$ cat src/hw/rtl/whp_pkg.sv
`timescale 1ns / 1ps

package whp_pkg;

  // one byte of the file stream
  typedef struct packed {
    logic [7:0] data_byte;
    logic       last_byte;
  } in_item_t;

  // one parse result per file
  typedef struct packed {
    logic [2:0]  error_code;
    logic [15:0] channel_count;
    logic [31:0] sample_rate;
    logic [15:0] bits_per_sample;
    logic [31:0] payload_offset;
    logic [31:0] payload_length;
    logic [31:0] sample_count;
  } out_item_t;

  // four-character codes, first character in the low byte
  localparam logic [31:0] TAG_RIFF = 32'h4646_4952;
  localparam logic [31:0] TAG_WAVE = 32'h4556_4157;
  localparam logic [31:0] TAG_FMT  = 32'h2074_6D66;
  localparam logic [31:0] TAG_DATA = 32'h6174_6164;

  localparam logic [31:0] FMT_SIZE      = 32'd16;
  localparam logic [31:0] TAG_BYTES     = 32'd4;
  localparam int          PRELUDE_BYTES = 12;
  localparam int          HDR_BYTES     = 8;

  // result codes
  localparam logic [2:0] ERR_OK         = 3'd0;
  localparam logic [2:0] ERR_SHORT      = 3'd1;
  localparam logic [2:0] ERR_INCOMPLETE = 3'd2;
  localparam logic [2:0] ERR_NOT_WAVE   = 3'd3;
  localparam logic [2:0] ERR_FMT_SIZE   = 3'd4;
  localparam logic [2:0] ERR_NOT_PCM    = 3'd5;
  localparam logic [2:0] ERR_MISSING    = 3'd6;
  localparam logic [2:0] ERR_FIELDS     = 3'd7;

  // divider sizes: payload length over channels times bytes per sample
  localparam int DIVIDEND_WIDTH = 32;
  localparam int DIVISOR_WIDTH  = 29;

  // controller to datapath
  typedef struct packed {
    logic       take;
    logic       prelude;
    logic       shift;
    logic       cnt_dec;
    logic       hdr_start;
    logic       fmt_start;
    logic       skip_start;
    logic       fmt_byte;
    logic       data_found;
    logic       fmt_found;
    logic       err_set;
    logic [2:0] err_code;
    logic       final_load;
    logic       div_start;
  } cmd_t;

  // datapath to controller
  typedef struct packed {
    logic       riff_mis;
    logic       wave_mis;
    logic       prelude_last;
    logic       cnt_last;
    logic       tag_fmt;
    logic       tag_data;
    logic       size_over;
    logic       size_16;
    logic       size_zero;
    logic       hdr_end;
    logic       hdr_over;
    logic       found_fmt;
    logic       found_data;
    logic       pcm_bad;
    logic [2:0] final_code;
    logic       div_done;
  } status_t;

endpackage

$ cat src/hw/rtl/wave_header_parser.sv
`timescale 1ns / 1ps

// RIFF/WAVE header parser.
// Input channel (in_valid / in_stall / in_payload): the file one byte per
// transaction, in file order, with last_byte set on the final byte. The byte
// after a marked one begins a new file.
// Result channel (out_valid / out_stall / out_payload): one transaction per
// file carrying the result code, the fmt fields, the data chunk offset and
// length, and the sample count.
// Throughput: one byte per cycle while a file streams in and no result is
// held in the output register. After the marked byte the input is stalled
// while the result is formed: the finalise state for an error result, and
// for a good one also the 32-step shift-subtract divider that forms the
// sample count.
// A finished result sits in the output register; while it is held there by
// out_stall the input is stalled as well (in_stall follows out_stall while
// the output register is full).
// Reset (rst_n low at a clock edge) empties the output register and returns
// the parser to the start of a file.

module wave_header_parser #(
  parameter int POSITION_WIDTH = 32
) (
  input  logic                clk,
  input  logic                rst_n,
  input  logic                in_valid,
  output logic                in_stall,
  input  whp_pkg::in_item_t   in_payload,
  output logic                out_valid,
  input  logic                out_stall,
  output whp_pkg::out_item_t  out_payload
);

  whp_pkg::cmd_t    cmd;
  whp_pkg::status_t status;

  // parse sequencing and output handshake
  whp_ctrl u_ctrl (
    .clk        (clk),
    .rst_n      (rst_n),
    .in_valid   (in_valid),
    .in_payload (in_payload),
    .in_stall   (in_stall),
    .out_valid  (out_valid),
    .out_stall  (out_stall),
    .status     (status),
    .cmd        (cmd)
  );

  // counters, field registers, bounds checks and divider
  whp_dpath #(
    .POSITION_WIDTH (POSITION_WIDTH)
  ) u_dpath (
    .clk         (clk),
    .rst_n       (rst_n),
    .in_payload  (in_payload),
    .cmd         (cmd),
    .status      (status),
    .out_payload (out_payload)
  );

endmodule

$ cat src/hw/rtl/whp_div.sv
`timescale 1ns / 1ps

module whp_div (
  input  logic                                clk,
  input  logic                                rst_n,
  input  logic                                start,
  input  logic [whp_pkg::DIVIDEND_WIDTH-1:0]  dividend,
  input  logic [whp_pkg::DIVISOR_WIDTH-1:0]   divisor,
  output logic [whp_pkg::DIVIDEND_WIDTH-1:0]  quotient,
  output logic                                done
);

  localparam int QW = whp_pkg::DIVIDEND_WIDTH;
  localparam int DW = whp_pkg::DIVISOR_WIDTH;
  localparam int CW = $clog2(QW);

  logic [DW-1:0] rem_r;
  logic [QW-1:0] quo_r;
  logic [CW-1:0] count_r;
  logic          busy_r;
  logic          done_r;
  logic [DW:0]   trial;
  logic [DW:0]   diff;
  logic          fits;

  // one restoring step per cycle
  assign trial = {rem_r, quo_r[QW-1]};
  assign fits  = trial >= {1'b0, divisor};
  assign diff  = trial - {1'b0, divisor};

  // iteration control
  always_ff @(posedge clk) begin
    if (!rst_n) begin
      busy_r  <= 1'b0;
      done_r  <= 1'b0;
      count_r <= '0;
    end else begin
      done_r <= busy_r && (count_r == '0);
      if (start) begin
        busy_r  <= 1'b1;
        count_r <= CW'(QW - 1);
      end else if (busy_r) begin
        if (count_r == '0) begin
          busy_r <= 1'b0;
        end else begin
          count_r <= count_r - CW'(1);
        end
      end
    end
  end

  // remainder and quotient shift
  always_ff @(posedge clk) begin
    if (start) begin
      quo_r <= dividend;
      rem_r <= '0;
    end else if (busy_r) begin
      rem_r <= fits ? diff[DW-1:0] : trial[DW-1:0];
      quo_r <= {quo_r[QW-2:0], fits};
    end
  end

  assign quotient = quo_r;
  assign done     = done_r;

endmodule

$ cat src/hw/rtl/whp_dpath.sv
`timescale 1ns / 1ps

module whp_dpath #(
  parameter int POSITION_WIDTH = 32
) (
  input  logic                clk,
  input  logic                rst_n,
  input  whp_pkg::in_item_t   in_payload,
  input  whp_pkg::cmd_t       cmd,
  output whp_pkg::status_t    status,
  output whp_pkg::out_item_t  out_payload
);

  localparam logic [POSITION_WIDTH-1:0] POS_MAX = {POSITION_WIDTH{1'b1}};
  localparam logic [4:0]                FMT_SIZE_5 = 5'(whp_pkg::FMT_SIZE);

  logic [POSITION_WIDTH-1:0] pos_r;
  logic [POSITION_WIDTH-1:0] pos_nxt;
  logic [POSITION_WIDTH:0]   next_pos;
  logic [POSITION_WIDTH:0]   len_r;
  logic [32:0]               len_ext;
  logic [33:0]               next_ext;
  logic [31:0]               field_r;
  logic [31:0]               field_shifted;
  logic [31:0]               decl_r;
  logic [31:0]               chunk_r;
  logic [15:0]               chan_r;
  logic [31:0]               rate_r;
  logic [15:0]               bits_r;
  logic [31:0]               offs_r;
  logic [31:0]               plen_r;
  logic [1:0]                found_r;
  logic [2:0]                ferr_r;
  logic [32:0]               riff_end;
  logic [1:0]                lane;
  logic [7:0]                riff_byte;
  logic [7:0]                wave_byte;
  logic [3:0]                fmt_idx;
  logic [2:0]                final_code;
  logic [7:0]                din;
  logic                      in_lenfield;
  logic [whp_pkg::DIVISOR_WIDTH-1:0]  prod_r;
  logic [whp_pkg::DIVIDEND_WIDTH-1:0] quo;
  logic                      div_done;
  whp_pkg::out_item_t        out_r;

  assign din = in_payload.data_byte;

  // byte position, saturating
  assign pos_nxt  = (pos_r == POS_MAX) ? pos_r : pos_r + POSITION_WIDTH'(1);
  assign next_pos = {1'b0, pos_r} + (POSITION_WIDTH + 1)'(1);
  assign next_ext = 34'(next_pos);
  assign len_ext  = 33'(len_r);

  // prelude byte checks
  assign lane        = pos_r[1:0];
  assign riff_byte   = 8'(whp_pkg::TAG_RIFF >> {lane, 3'b000});
  assign wave_byte   = 8'(whp_pkg::TAG_WAVE >> {lane, 3'b000});
  assign in_lenfield = (pos_r >= POSITION_WIDTH'(4)) && (pos_r < POSITION_WIDTH'(8));

  // chunk field assembly and bounds
  assign field_shifted = {din, field_r[31:8]};
  assign riff_end      = {1'b0, decl_r} + 33'(whp_pkg::HDR_BYTES);
  assign fmt_idx       = 4'(FMT_SIZE_5 - chunk_r[4:0]);

  // result code, evaluated on the cycle after the final byte
  always_comb begin
    if (len_ext < 33'(whp_pkg::PRELUDE_BYTES) || ferr_r == whp_pkg::ERR_SHORT) begin
      final_code = whp_pkg::ERR_SHORT;
    end else if (riff_end > len_ext) begin
      final_code = whp_pkg::ERR_INCOMPLETE;
    end else if (ferr_r != whp_pkg::ERR_OK) begin
      final_code = ferr_r;
    end else if (found_r != 2'b11) begin
      final_code = whp_pkg::ERR_MISSING;
    end else if (chan_r == 16'd0 || bits_r < 16'd8) begin
      final_code = whp_pkg::ERR_FIELDS;
    end else begin
      final_code = whp_pkg::ERR_OK;
    end
  end

  // status towards the controller
  always_comb begin
    status.riff_mis     = (pos_r < POSITION_WIDTH'(4)) && (din != riff_byte);
    status.wave_mis     = (pos_r >= POSITION_WIDTH'(8))
                          && (pos_r < POSITION_WIDTH'(whp_pkg::PRELUDE_BYTES))
                          && (din != wave_byte);
    status.prelude_last = pos_r == POSITION_WIDTH'(whp_pkg::PRELUDE_BYTES - 1);
    status.cnt_last     = chunk_r == 32'd1;
    status.tag_fmt      = field_shifted == whp_pkg::TAG_FMT;
    status.tag_data     = field_shifted == whp_pkg::TAG_DATA;
    status.size_over    = (next_ext + {2'b00, field_shifted}) > {1'b0, riff_end};
    status.size_16      = field_shifted == whp_pkg::FMT_SIZE;
    status.size_zero    = field_shifted == 32'd0;
    status.hdr_end      = next_ext >= {1'b0, riff_end};
    status.hdr_over     = (next_ext + 34'(whp_pkg::HDR_BYTES)) > {1'b0, riff_end};
    status.found_fmt    = found_r[0];
    status.found_data   = found_r[1];
    status.pcm_bad      = (fmt_idx == 4'd1) && ({din, field_r[7:0]} != 16'd1);
    status.final_code   = final_code;
    status.div_done     = div_done;
  end

  // parse control registers
  always_ff @(posedge clk) begin
    if (!rst_n) begin
      pos_r   <= '0;
      found_r <= '0;
      ferr_r  <= whp_pkg::ERR_OK;
    end else if (cmd.final_load) begin
      pos_r   <= '0;
      found_r <= '0;
      ferr_r  <= whp_pkg::ERR_OK;
    end else begin
      if (cmd.take) begin
        pos_r <= pos_nxt;
      end
      found_r <= found_r | {cmd.data_found, cmd.fmt_found};
      if (cmd.err_set && ferr_r == whp_pkg::ERR_OK) begin
        ferr_r <= cmd.err_code;
      end
    end
  end

  // field shifter, chunk counter and held fields
  always_ff @(posedge clk) begin
    if (cmd.take) begin
      len_r <= next_pos;
    end
    if (cmd.prelude && in_lenfield) begin
      decl_r[{lane, 3'b000} +: 8] <= din;
    end

    if (cmd.hdr_start) begin
      chunk_r <= whp_pkg::TAG_BYTES;
    end else if (cmd.fmt_start) begin
      chunk_r <= whp_pkg::FMT_SIZE;
    end else if (cmd.skip_start) begin
      chunk_r <= field_shifted;
    end else if (cmd.cnt_dec) begin
      chunk_r <= chunk_r - 32'd1;
    end

    if (cmd.hdr_start || cmd.fmt_start) begin
      field_r <= '0;
    end else if (cmd.fmt_byte && fmt_idx == 4'd0) begin
      field_r <= {24'd0, din};
    end else if (cmd.shift) begin
      field_r <= field_shifted;
    end

    if (cmd.fmt_byte) begin
      case (fmt_idx)
        4'd2:                   chan_r[7:0]  <= din;
        4'd3:                   chan_r[15:8] <= din;
        4'd4, 4'd5, 4'd6, 4'd7: rate_r[{fmt_idx[1:0], 3'b000} +: 8] <= din;
        4'd14:                  bits_r[7:0]  <= din;
        4'd15:                  bits_r[15:8] <= din;
        default: ;
      endcase
    end

    if (cmd.data_found) begin
      offs_r <= next_ext[31:0];
      plen_r <= field_shifted;
    end
  end

  // result register and divisor product
  always_ff @(posedge clk) begin
    if (cmd.final_load) begin
      out_r.error_code <= final_code;
      if (final_code == whp_pkg::ERR_OK || final_code == whp_pkg::ERR_FIELDS) begin
        out_r.channel_count   <= chan_r;
        out_r.sample_rate     <= rate_r;
        out_r.bits_per_sample <= bits_r;
        out_r.payload_offset  <= offs_r;
        out_r.payload_length  <= plen_r;
      end else begin
        out_r.channel_count   <= '0;
        out_r.sample_rate     <= '0;
        out_r.bits_per_sample <= '0;
        out_r.payload_offset  <= '0;
        out_r.payload_length  <= '0;
      end
      out_r.sample_count <= '0;
      prod_r <= {13'd0, chan_r} * {16'd0, bits_r[15:3]};
    end else if (div_done) begin
      out_r.sample_count <= quo;
    end
  end

  whp_div u_div (
    .clk      (clk),
    .rst_n    (rst_n),
    .start    (cmd.div_start),
    .dividend (out_r.payload_length),
    .divisor  (prod_r),
    .quotient (quo),
    .done     (div_done)
  );

  assign out_payload = out_r;

endmodule

$ cat src/hw/rtl/whp_ctrl.sv
`timescale 1ns / 1ps

module whp_ctrl (
  input  logic               clk,
  input  logic               rst_n,
  input  logic               in_valid,
  input  whp_pkg::in_item_t  in_payload,
  output logic               in_stall,
  output logic               out_valid,
  input  logic               out_stall,
  input  whp_pkg::status_t   status,
  output whp_pkg::cmd_t      cmd
);

  typedef enum logic [2:0] {
    PH_PRELUDE,
    PH_TAG,
    PH_SIZE_OTHER,
    PH_SIZE_FMT,
    PH_SIZE_DATA,
    PH_FMT,
    PH_SKIP,
    PH_DONE
  } phase_t;

  typedef enum logic [1:0] {
    FL_RUN,
    FL_FINAL,
    FL_START,
    FL_DIV
  } flow_t;

  phase_t phase_r, phase_nxt;
  flow_t  flow_r, flow_nxt;
  logic   out_valid_r, out_valid_nxt;
  logic   take;
  logic   hdr_go;
  logic   hdr_both;

  assign in_stall  = (flow_r != FL_RUN) || (out_valid_r && out_stall);
  assign take      = in_valid && !in_stall;
  assign out_valid = out_valid_r;

  // next state and datapath commands
  always_comb begin
    cmd           = '0;
    phase_nxt     = phase_r;
    flow_nxt      = flow_r;
    out_valid_nxt = out_valid_r;
    hdr_go        = 1'b0;
    hdr_both      = 1'b0;

    if (out_valid_r && !out_stall) begin
      out_valid_nxt = 1'b0;
    end

    unique case (flow_r)
      FL_RUN: begin
        if (take) begin
          cmd.take = 1'b1;
          if (in_payload.last_byte) begin
            flow_nxt = FL_FINAL;
          end

          unique case (phase_r) inside
            PH_PRELUDE: begin
              cmd.prelude = 1'b1;
              if (status.riff_mis) begin
                cmd.err_set  = 1'b1;
                cmd.err_code = whp_pkg::ERR_SHORT;
              end else if (status.wave_mis) begin
                cmd.err_set  = 1'b1;
                cmd.err_code = whp_pkg::ERR_NOT_WAVE;
              end else if (status.prelude_last && status.hdr_over) begin
                cmd.err_set  = 1'b1;
                cmd.err_code = whp_pkg::ERR_INCOMPLETE;
              end
              // first chunk header is never skipped: it is read, or flagged incomplete if it runs past the riff end
              if (status.prelude_last) begin
                if (status.hdr_over) begin
                  phase_nxt = PH_DONE;
                end else begin
                  cmd.hdr_start = 1'b1;
                  phase_nxt     = PH_TAG;
                end
              end
            end

            PH_TAG: begin
              cmd.shift   = 1'b1;
              cmd.cnt_dec = 1'b1;
              if (status.cnt_last) begin
                cmd.hdr_start = 1'b1;
                if (status.tag_fmt) begin
                  phase_nxt = PH_SIZE_FMT;
                end else if (status.tag_data) begin
                  phase_nxt = PH_SIZE_DATA;
                end else begin
                  phase_nxt = PH_SIZE_OTHER;
                end
              end
            end

            PH_SIZE_OTHER, PH_SIZE_FMT, PH_SIZE_DATA: begin
              cmd.shift   = 1'b1;
              cmd.cnt_dec = 1'b1;
              if (status.cnt_last) begin
                if (status.size_over) begin
                  cmd.err_set  = 1'b1;
                  cmd.err_code = whp_pkg::ERR_INCOMPLETE;
                  phase_nxt    = PH_DONE;
                end else if (phase_r == PH_SIZE_FMT) begin
                  if (!status.size_16) begin
                    cmd.err_set  = 1'b1;
                    cmd.err_code = whp_pkg::ERR_FMT_SIZE;
                    phase_nxt    = PH_DONE;
                  end else begin
                    cmd.fmt_start = 1'b1;
                    phase_nxt     = PH_FMT;
                  end
                end else begin
                  cmd.data_found = phase_r == PH_SIZE_DATA;
                  if (status.size_zero) begin
                    hdr_go   = 1'b1;
                    hdr_both = status.found_fmt
                               && (status.found_data || phase_r == PH_SIZE_DATA);
                  end else begin
                    cmd.skip_start = 1'b1;
                    phase_nxt      = PH_SKIP;
                  end
                end
              end
            end

            PH_FMT: begin
              cmd.fmt_byte = 1'b1;
              if (status.pcm_bad) begin
                cmd.err_set  = 1'b1;
                cmd.err_code = whp_pkg::ERR_NOT_PCM;
                phase_nxt    = PH_DONE;
              end else begin
                cmd.cnt_dec = 1'b1;
                if (status.cnt_last) begin
                  cmd.fmt_found = 1'b1;
                  hdr_go        = 1'b1;
                  hdr_both      = status.found_data;
                end
              end
            end

            PH_SKIP: begin
              cmd.cnt_dec = 1'b1;
              if (status.cnt_last) begin
                hdr_go   = 1'b1;
                hdr_both = status.found_fmt && status.found_data;
              end
            end

            PH_DONE: ;
          endcase

          // next chunk header: stop, fail or start reading its tag
          if (hdr_go) begin
            if (hdr_both || status.hdr_end) begin
              phase_nxt = PH_DONE;
            end else if (status.hdr_over) begin
              cmd.err_set  = 1'b1;
              cmd.err_code = whp_pkg::ERR_INCOMPLETE;
              phase_nxt    = PH_DONE;
            end else begin
              cmd.hdr_start = 1'b1;
              phase_nxt     = PH_TAG;
            end
          end
        end
      end

      FL_FINAL: begin
        cmd.final_load = 1'b1;
        phase_nxt      = PH_PRELUDE;
        if (status.final_code == whp_pkg::ERR_OK) begin
          flow_nxt = FL_START;
        end else begin
          out_valid_nxt = 1'b1;
          flow_nxt      = FL_RUN;
        end
      end

      FL_START: begin
        cmd.div_start = 1'b1;
        flow_nxt      = FL_DIV;
      end

      FL_DIV: begin
        if (status.div_done) begin
          out_valid_nxt = 1'b1;
          flow_nxt      = FL_RUN;
        end
      end
    endcase
  end

  // state and registered outputs
  always_ff @(posedge clk) begin
    if (!rst_n) begin
      phase_r     <= PH_PRELUDE;
      flow_r      <= FL_RUN;
      out_valid_r <= 1'b0;
    end else begin
      phase_r     <= phase_nxt;
      flow_r      <= flow_nxt;
      out_valid_r <= out_valid_nxt;
    end
  end

  // result is only loaded into an empty output register
  a_final_slot_free: assert property (@(posedge clk) disable iff (!rst_n)
    flow_r == FL_FINAL |-> !out_valid_r)
    else $error("result finalised while output register still full");

  // finalise state is left again in the next cycle
  a_final_once: assert property (@(posedge clk) disable iff (!rst_n)
    flow_r == FL_FINAL |=> flow_r != FL_FINAL)
    else $error("finalise state held for more than one cycle");

  // next file starts from the prelude
  a_restart: assert property (@(posedge clk) disable iff (!rst_n)
    flow_r == FL_FINAL |=> phase_r == PH_PRELUDE)
    else $error("parser not restarted after result");

  // divider completes only while waited for
  a_div_done: assert property (@(posedge clk) disable iff (!rst_n)
    status.div_done |-> flow_r == FL_DIV)
    else $error("divider finished outside the divide state");

endmodule

$ cat config.mk
export PLATFORM = sky130hd
export DESIGN_NAME = wave_header_parser
export DESIGN_NICKNAME = d
export VERILOG_FILES = /design/src/hw/rtl/whp_pkg.sv /design/src/hw/rtl/wave_header_parser.sv /design/src/hw/rtl/whp_div.sv /design/src/hw/rtl/whp_dpath.sv /design/src/hw/rtl/whp_ctrl.sv
export SDC_FILE = /design/constraint.sdc
export NUM_CORES = 2
export LEC_CHECK = 0
export BUFFER_PORTS_ARGS = -buffer_cell sky130_fd_sc_hd__buf_2
export CAP_MARGIN = 20
export CORE_MARGIN = 2
export CORE_UTILIZATION = 45
export CTS_CLUSTER_DIAMETER = 120
export DETAILED_ROUTE_END_ITERATION = 12
export PLACE_DENSITY = 0.71
export SYNTH_ARGS = -nofsm -noshare
export SYNTH_HDL_FRONTEND = slang
export SYNTH_HIERARCHICAL = 1
export SYNTH_SLANG_ARGS = --single-unit
$ cat constraint.sdc
create_clock -name clk -period 13.9 [get_ports clk]
set_input_delay 0.695 -clock clk [delete_from_list [all_inputs] [get_ports clk]]
set_output_delay 0.695 -clock clk [all_outputs]
set_load 0.05 [all_outputs]
---- After elaboration in Yosys (flattened, before gate mapping) ----
Cells that the tools add are included.
storage, ports and cells
  register bits ........................... 560
  output and inout port bits .............. 165
  bits of input ports ..................... 13
  logic and storage cells ................. 264
cells by class
  reductions and logical operators ........ 55
  add/subtract/negate cells ............... 11
  bitwise gates (word level) .............. 3
  multiplexer cells ....................... 104
  $lt $le $gt $ge ......................... 12
  shifts and indexed selects .............. 6
  $mul .................................... 1
  eq/ne operators ......................... 40
operators by type and width
  kind                                                                      count
  32-bit two-way mux                                                        4
  34-bit by 33-bit greater-than comparator with 1-bit output                2
  32-bit bitwise mux                                                        2
  32-bit by 4-bit < comparator with 1-bit output (second input constant)    2
  8-bit by 7-bit variable shift with 32-bit output (first input constant)   2
  8-bit by 7-bit variable part select with 32-bit output                    2
  31-bit by 5-bit right shift with 8-bit output (first input constant)      2
  3-bit two-way mux                                                         18
  4-bit two-way mux                                                         11
  1-bit two-way mux                                                         43
  33-bit by 32-bit adder with 34-bit output                                 1
  33-bit by 4-bit adder with 34-bit output (second input constant)          1
  32-bit by 1-bit adder with 33-bit output (second input constant)          1
  32-bit by 4-bit adder with 33-bit output (second input constant)          1
  33-bit greater-or-equal comparator                                        1
  33-bit greater-than comparator                                            1
  33-bit by 4-bit < comparator with 1-bit output (second input constant)    1
  32-bit by 1-bit adder with 32-bit output (second input constant)          1
  32-bit by 1-bit equality test with 1-bit output (second input constant)   1
  32-bit by 30-bit equality test with 1-bit output (second input constant)  1
  32-bit by 31-bit equality test with 1-bit output (second input constant)  1
  32-bit equality test (second input constant)                              1
  32-bit by 4-bit equality test with 1-bit output (second input constant)   1
  32-bit by 5-bit equality test with 1-bit output (second input constant)   1
  other kinds (59)                                                          130

---- Longest topological paths before layout ----
  word-level depth ........................ 18
  gate-level depth with buffers ........... 35
  gate-level depth less buffers ........... 31

---- By module ----
Netlist, hierarchy kept.
modules (own cells, without submodules)
  module     seq. area each (um^2)  instances  cells each  area each (um^2)
  whp_dpath  13262.7                1          3183        32110.8
  whp_div    1681.6                 1          517         4739.5
  whp_ctrl   120.1                  1          142         975.9

---- Worst setup path after synthesis ----
Ideal clock, no wire load.
  kind .................................... reg2reg
  start ................................... reg u_dpath.pos_r[1]
  end ..................................... reg u_dpath.offs_r[0] (enable)
  cell stages (with the launch flop) ...... 25
  buffers on the path ..................... 2
  path slack .............................. 3.994 ns
  arrival time ............................ 9.338 ns
  clock period less this slack ............ 9.906 ns
  path through ............................ dfxtp_1 buf_2 nand4_1 nor2_1 nand3_1 nor3_1 xnor2_1 ha_1 a211oi_1 o21bai_1 a21o_1 a221oi_1 o221a_2 o21bai_1 a21oi_1 xnor2_1 ha_1 nand4_1 nor3_1 a2111oi_0 o21ai_0 o221ai_1 o221ai_1 buf_6 nor3_1
RTL lines
  element                 line              source
  start, declared         whp_dpath.sv:17   logic [POSITION_WIDTH-1:0] pos_r;
  start signal, assigned  whp_dpath.sv:117  pos_r <= pos_nxt;
  end signal, assigned    whp_dpath.sv:165  offs_r <= next_ext[31:0];
  end, declared           whp_dpath.sv:30   logic [31:0] offs_r;

==> reports/results.ini <==
[floorplanning]
pin_count=178
die_x_um=294
fp.coreArea_um2=83400
initial_core_util=0.453
die-area_um2=86400
rows=106
die_h_um=294

[global_route]
overflow=0
grt_pass1_vias=28200
grt_max_degree=134
grt_pass1_wl_um=160000
antenna_found_initial=3
grt.total_usage=0.237

[drt]
top_layer=met5
wl_per_cell_um=20.3
drt_iter0_markers=2517
via_count=29000
wl_met2_um=50000
met1_length_um=43100
totalWireLength_um=103000
avgViaCountPerCell=5.72
dr.pass1.iters=6
wl_met3_um=6300
drt_drc_violations_left=0
ant_nets=0

[logic_synthesis]
synth_top_flop_cell=edfxtp_1
syn_area_per_cell_um2=9.85
yosysUniqueCellTypes=102
synthArstFlopShare=0
syn-num-nets=4302
ys_seq_area_frac=0.398
synthMostInstantiatedCell=nor2_1
ys_ff_latch=560
yosys.area.top_type_share=0.306
synthCells=3842
synth-edff-count=385
yosysTopAreaCell=edfxtp_1
ys_top_cells_by_count=nor2_1, edfxtp_1, inv_1
syn_area_um2=37800
netlist_top_cells_area=edfxtp_1, ha_1, dfxtp_1, fa_1, nor2_1
yosysWarningCount=6

[timing]
rsz0062_at_grt=false
period_share=0.680
final.min_clock_period_ps=9450
slew_viol_final=0
setup_violations=0
finalSetupTns_ps=0
tightest_slew_ps=1130
clock.fmax_mhz=106
hold_viol_final=0
relSlewSlack=0.246
fin_skew_ps=66.0

[setup_path]
required_ps=14420
start_kind=register
rr_endpoint=u_dpath/field_r[14]
crit_type=reg2reg
reg2reg_depth=30
reg2reg_slack_ps=4450
critPathSlowestCell=dfxtp_1
cp_max_fo=29
crit_path_start=u_dpath/pos_r[0]
crit_arrival_ps=9970
endpoint_kind=register
worstReg2RegStart=u_dpath/pos_r[0]
critPathMaxStageDelay_ps=940

[cells_and_area]
finish.utilization=0.501
diodes=0
area_growth_pct=10.6
fill_cells=7473
nets=4402
layout-drive-gt1-share=0.108
register_area_um2=15100
multiInputGateArea_um2=20700

[clock_tree]
clockRootBuffer=clkbuf_16
cts.clk_slew.worst_paths_ps=70
cts_sinks=560
htree_levels=2
cts_inserted_buffers=60
cts_tree=yes
postCtsSetupRepairBufs=0
clockBufferDepth=3
clkLatencyLatePin_ps=670
cts_hold_buf=0
ctsResizeCount=0

[worst_hold_path]
hold_end=u_ctrl/out_valid
min_path_cells=3
min_from=out_stall
hold_path.class=in2reg

[outcome]
status=complete, no violations

[power_and_ir_drop]
ir_drop_mv=0.0883
p_leak_nw=17.9
p_per_area_nw_per_um2=101

[job]
maxCapViolCount=0

[placed_design]
hpwlAfterDp_um=74400
portBuffers=177
gp_congestion=0.910

-- cell families (layout without fill, tap and decap cells) --
logic type	count (synthesis)	after routing	synth area share
AOI/OAI and AO/OA	567	567	0.100
xor gates and xnor gates	206	206	0.0479
adders and majority gates	447	447	0.179
buffers and inverters	526	678	0.0559
DFF	560	560	0.398
muxes	104	104	0.0286
and+or+nand+nor	1432	1432	0.191
-- sequential cells by signal (all words and copies together) (netlist names), 32 cells and up, named ones only --
name,count
u_dpath/pos_r,32
u_dpath/field_r,32
u_dpath/rate_r,32
u_dpath/offs_r,32
u_dpath/len_ext,33
u_dpath/u_div/quotient,32
u_dpath/decl_r,32
u_dpath/plen_r,32
u_dpath/chunk_r,32
u_dpath/out_payload,163
-- stage by stage --
stage	area, um^2	setup slack [ps]	hold WS, ps	cells	total power, mW
2_1_floorplan	37800	3990	444	3842	2.34
6_report	41800	4450	404	5074	4.21
3_5_place_dp	39600	4740	475	4959	2.51
3_3_place_gp	39600	5040	471	4959	2.50
5_1_grt	41800	3910	414	5074	4.37
4_1_cts	41800	4700	369	5073	4.24
-- how the worst max path moves through the flow --
| stage | to | slack, ps |
|---|---|---|
| final | u_dpath/field_r[14] | 4450 |
| after global routing | u_dpath/field_r[14] | 3910 |
| after CTS | u_dpath/field_r[14] | 4700 |
| after detailed placement | u_dpath/field_r[14] | 4740 |
| after global placement | u_dpath/field_r[21] | 5040 |
| after floorplan | u_dpath/offs_r[0] | 3990 |
-- metal layers --
layer / track usage / vias up
met4: 0.0841 / 2
li1: - / 13600
met5: 0 / -
met2: 0.400 / 969
met3: 0.0267 / 216
met1: 0.315 / 14200
-- critical path: cells and delay by family (launching register included) --
kind / cells / cell delay, ps
adders and majority gates: 3 / 1050
and+or+nand+nor: 16 / 4290
buffers and inverters: 1 / 220
AOI/OAI and AO/OA: 9 / 2250
xor gates and xnor gates: 1 / 520
DFF: 1 / 940
-- cell usage in the layout (no fill, tap or decap), types with 30 or more instances in the layout --
cell | netlist | layout
a21o_1 | 91 | 91
a21oi_1 | 174 | 172
a31oi_1 | 30 | 30
and2_1 | 161 | 161
and3_1 | 49 | 49
buf_2 | 14 | 177
buf_4 | 12 | 47
clkbuf_16 | 0 | 62
dfxtp_1 | 175 | 174
edfxtp_1 | 385 | 385
fa_1 | 156 | 156
ha_1 | 291 | 291
inv_1 | 339 | 338
mux2_2 | 32 | 32
mux2i_1 | 72 | 72
nand2_1 | 287 | 287
nand2b_1 | 34 | 34
nand3_1 | 196 | 196
nand4_1 | 59 | 59
nor2_1 | 403 | 403
nor3_1 | 59 | 57
nor4_1 | 42 | 42
o21ai_0 | 84 | 84
xnor2_1 | 123 | 123
xor2_1 | 82 | 82
-- layout make-up --
class / count / share of cell area
Sequential cell: 560 / 0.360
Inverter: 339 / 0.0306
Timing Repair Buffer: 225 / 0.0303
Tap cell: 1080 / 0.0323
Clock inverter: 32 / 0.0107
Clock buffer: 82 / 0.0410
Multi-Input combinational cell: 2756 / 0.495
-- where the power goes --
group	leakage, nW	switching, mW	internal [mW]
clock network	1.05	0.703	1.02
registers	4.90	0.103	1.85
logic	12.0	0.347	0.190
total	17.9	1.15	3.06
(Power assumes the default switching activity.)
